File: config.mk
export PLATFORM = sky130hd
export DESIGN_NAME = setm_ctrl
export DESIGN_NICKNAME = d
export VERILOG_FILES = /design/src/rtl/setm_pkg.sv /design/src/rtl/setm_ctrl.sv
export SDC_FILE = /design/constraint.sdc
export NUM_CORES = 1
export LEC_CHECK = 0
export BUFFER_PORTS_ARGS = -buffer_cell sky130_fd_sc_hd__buf_2
export CAP_MARGIN = 20
export CORE_AREA = 2 2 39 41
export CTS_CLUSTER_DIAMETER = 150
export DETAILED_ROUTE_END_ITERATION = 8
export DIE_AREA = 0 0 41 43
export GPL_TIMING_DRIVEN = 0
export PLACE_DENSITY = 0.64
export SYNTH_ARGS = -nofsm -noshare
export SYNTH_HDL_FRONTEND = slang
export SYNTH_SLANG_ARGS = --single-unit
export TNS_END_PERCENT = 50
File: constraint.sdc
create_clock -name clk -period 1.73 [get_ports clk]
set_input_delay 0.2595 -clock clk [delete_from_list [all_inputs] [get_ports clk]]
set_output_delay 0.2595 -clock clk [all_outputs]
set_load 0.03 [all_outputs]
File: src/rtl/setm_pkg.sv
// Shared types and constants for the sensor event timing monitor.
// Used by the controller, the datapath and the top level; depends on nothing.
package setm_pkg;

  localparam int MODE_W     = 3;
  localparam int TYPE_W     = 6;
  localparam int STAMP_W    = 64;
  localparam int CNT_W      = 32;
  localparam int HALF_W     = 32;
  localparam int S_TDATA_W  = 136;
  localparam int M_TDATA_W  = 384;
  localparam int M_TUSER_W  = 2;

  localparam logic [STAMP_W-1:0] ALL_ONES = {STAMP_W{1'b1}};

  // Item modes.
  localparam logic [MODE_W-1:0] MODE_LOAD   = 3'd0;
  localparam logic [MODE_W-1:0] MODE_CLEAR  = 3'd1;
  localparam logic [MODE_W-1:0] MODE_COMM   = 3'd2;
  localparam logic [MODE_W-1:0] MODE_JITTER = 3'd3;
  localparam logic [MODE_W-1:0] MODE_ORDER  = 3'd4;

  // Statistics kept for one sensor type.
  typedef struct packed {
    logic [STAMP_W-1:0] prev_stamp;
    logic [STAMP_W-1:0] period;
    logic [STAMP_W-1:0] min_dev;
    logic [STAMP_W-1:0] max_dev;
    logic [STAMP_W-1:0] square_sum;
    logic [CNT_W-1:0]   event_count;
    logic [CNT_W-1:0]   order_count;
    logic [CNT_W-1:0]   order_fails;
    logic [STAMP_W-1:0] last_reversed;
    logic [CNT_W-1:0]   comm_count;
  } stat_rec_t;

  localparam stat_rec_t REC_RESET = '{
    prev_stamp:    '0,
    period:        '0,
    min_dev:       ALL_ONES,
    max_dev:       '0,
    square_sum:    '0,
    event_count:   '0,
    order_count:   '0,
    order_fails:   '0,
    last_reversed: '0,
    comm_count:    '0
  };

  // Commands from the controller to the datapath.
  typedef struct packed {
    logic capture;
    logic lookup;
    logic deviate;
    logic mul_lo;
    logic mul_hi;
    logic sq_sum;
    logic commit;
  } cmd_t;

  // Status from the datapath to the controller.
  typedef struct packed {
    logic jitter_math;
    logic out_free;
  } status_t;

endpackage

File: src/rtl/setm_ctrl.sv
// Sequencer of the sensor event timing monitor.
// Depends on setm_pkg for the command and status structs.
module setm_ctrl (
  input  logic             clk,
  input  logic             rst,
  input  logic             s_tvalid,
  output logic             s_tready,
  input  setm_pkg::status_t status,
  output setm_pkg::cmd_t    cmd
);
  import setm_pkg::*;

  typedef enum logic [6:0] {
    S_IDLE    = 7'b0000001,
    S_LOOKUP  = 7'b0000010,
    S_DEVIATE = 7'b0000100,
    S_SQ_LO   = 7'b0001000,
    S_SQ_HI   = 7'b0010000,
    S_SQ_SUM  = 7'b0100000,
    S_COMMIT  = 7'b1000000
  } state_t;

  state_t state, state_next;

  // Next state.
  always_comb begin
    state_next = state;
    unique case (state)
      S_IDLE:    if (s_tvalid) state_next = S_LOOKUP;
      S_LOOKUP:  state_next = status.jitter_math ? S_DEVIATE : S_COMMIT;
      S_DEVIATE: state_next = S_SQ_LO;
      S_SQ_LO:   state_next = S_SQ_HI;
      S_SQ_HI:   state_next = S_SQ_SUM;
      S_SQ_SUM:  state_next = S_COMMIT;
      S_COMMIT:  if (status.out_free) state_next = S_IDLE;
      default:   state_next = S_IDLE;
    endcase
  end

  always_ff @(posedge clk) begin
    if (rst) begin
      state <= S_IDLE;
    end else begin
      state <= state_next;
    end
  end

  // Commands decoded from the state.
  assign s_tready     = (state == S_IDLE);
  assign cmd.capture  = (state == S_IDLE) && s_tvalid;
  assign cmd.lookup   = (state == S_LOOKUP);
  assign cmd.deviate  = (state == S_DEVIATE);
  assign cmd.mul_lo   = (state == S_SQ_LO);
  assign cmd.mul_hi   = (state == S_SQ_HI);
  assign cmd.sq_sum   = (state == S_SQ_SUM);
  assign cmd.commit   = (state == S_COMMIT) && status.out_free;

endmodule

==> flow_summary.toml <==
[cts]
cts_sinks = 7
clk-insertion-delay-late_ps = 250
cts_tree = "yes"
cts.clk_slew.worst_paths_ps = 50
root_buffer = "clkbuf_4"
cts_hold_buffers = 0
cts_buffers = 3
cts_buffer_depth = 2
htree_levels = 1

[sta]
fmax_mhz = 584
rsz0062_at_grt = "true"
min_period_over_period_pct = 99.0
finalSetupViolations = 0
finalHoldViolCount = 0
tightest_slew_ps = 441
min_period_ps = 1710
drv_slew = 0
max_slew_margin_pct = 70.2
setup_ws_ps = 18.0
holdWs_ps = 195
skew_ps = 0.872

[floorplanning]
coreArea_um2 = 1380
die_w_um = 41
io_pins = 13
row_count = 14
die-area_um2 = 1760
die_h_um = 43
initial_core_util_pct = 31.0

[yosys]
synthCells = 53
synth_cell_types = 24
yosysWarnings = 0
synth_ff_type = "dfxtp_1"
synth_edf_count = 0
async_reset_ff_share_pct = 0
syn_avg_cell_area_um2 = 8.10
syn_nets = 58
ys_ff_latch = 7
seq_area_frac_synth_pct = 32.7
syn_area_um2 = 429

[grt]
gr-total-overflow = 0
grt_max_degree = 10
antenna_found_initial = 0
grt_pass1_wl_um = 1660
grt_use_total_pct = 13.9
grt_pass1_vias = 410

[power]
ir_worst_vdd_mv = 0.280
powerDensity_nw_per_um2 = 690
p_leak_uw = 0.000295

[run]
cap_violations = 0

[route]
via_per_inst = 5.07
drc = 0
wl_um = 1160
drtIter0Drc = 14
dr.pass1.iters = 4
vias = 456
wl_per_cell_um = 12.9
antenna_left = 0

[cells_and_area]
regMostFlops = "state"
drive_gt1_share_pct = 37.8
largest_reg_flops = 7
syn_to_final_growth_pct = 41.4
diodes = 0
top_regs = "state (7)"
finish.net_count = 80

[worst_setup_path]
cpMaxStageDelayCell = "dfxtp_1"
r2r_cells = 3
slowest_delay_ps = 350
cp_max_fo = 5
crit_chain = "nor3_2 -> nand2_1 -> nor3b_1 -> clkbuf_4"
setup.worst_path.end_class = "primary output"
start_kind = "flop"
critical_path_class = "reg2out"
critPathRequiredTime_ps = 1470
cp.arrival_ps = 1450

[hold_path]
worstHoldPathCells = 2
hold_path.class = "in2reg"

[place]
place_ws_ps = 211
dp_hpwl_um = 797
routabilityCongestion = 0.791
io_buffers = 12

[status]
outcome = "finished clean"
-- worst max-delay path: cells and delay by family, from the launching register on --
kind | cells | cell delay (ps)
buf+inv | 1 | 250
flops | 1 | 350
simple gates | 3 | 600
-- synth_stat cells (all sizes together), types with 2 or more instances --
cell type  number  area share, %
a21boi          2            3.5
inv             4            3.5
nor2b           2            2.9
nor3            3            3.5
nand2b          2            2.9
and3            5            7.3
nor2            7            6.1
nand2           2            2.3
nor3b           2            3.5
o21ai           4            4.7
nor4            3            7.9
dfxtp           7             33
-- power by group --
part	total (µW)	switching (µW)	leakage [µW]	internal (µW)
Sequential	177	9.79	0.0000574	167
Clock	152	64.2	0.0000150	88.3
Combinational	89.4	51.5	0.000223	37.9
Total	419	125	0.000295	293
-- area by class of cell --
type	instances	area [µm²]
fillers	147	777
multi-input cells	41	282
flip-flops and latches	7	141
repair buffers	17	111
clock buffers	4	26.3
well taps	16	20.0
inverters	4	15.0
plain buffers	1	11.3
-- repair_timing --
action | 4_1_cts | 5_1_grt
gates resized for setup | 3 | 8
hold endpoints to repair | 0 | 0
endpoints found under the setup margin | 2 | 6
pin swaps | 0 | 4
buffers inserted | 0 | 5
-- final timing paths --
check	startpoint	end	slack [ps]
setup reg to reg	state[6]$_SDFFE_PP0P_	state[2]$_SDFFE_PP0P_	310
hold / removal	rst	state[6]$_SDFFE_PP0P_	200
setup / recovery	state[2]$_SDFFE_PP0P_	cmd[1]	20
hold reg to reg	state[0]$_SDFFE_PP1P_	state[1]$_SDFFE_PP0P_	640
-- placed cells by master, fill, tap and decap left out, types with 2 or more instances in the layout --
master and instances:
o21ai_0 4, dfxtp_1 6, nor3b_1 2, nor2_1 6
a21boi_0 2, and3_1 5, inv_1 4, buf_2 8
nor3_2 2, clkbuf_4 4, buf_6 2, buf_4 7
nand2b_1 2, nor2b_1 2
-- stage by stage --
stage	total power [µW]	instance area [µm²]	TNS (ps)	util (%)	std cells
global placement	253	515	0	37.3	81
global route	443	607	-214	43.9	90
finish	419	607	0	43.9	90
floorplan	232	435	0	-	53
detailed placement	255	515	0	37.3	81
CTS	414	551	0	39.8	85
-- metal layers --
layer	GRT usage (%)	wire [µm]	vias up
met4	10.0	14	0
met2	22.8	606	12
li1	-	-	233
met5	0	0	-
met1	15.4	490	209
met3	1.57	46	2
-- cells by family after synthesis --
logic type	Yosys count	share of synthesized area, %
simple gates	30	43.7
compound gates	10	15.5
flops	7	32.7
buf+inv	5	6.12
xor+xnor	1	2.04
Note: power is estimated with default switching activity, not from simulation.
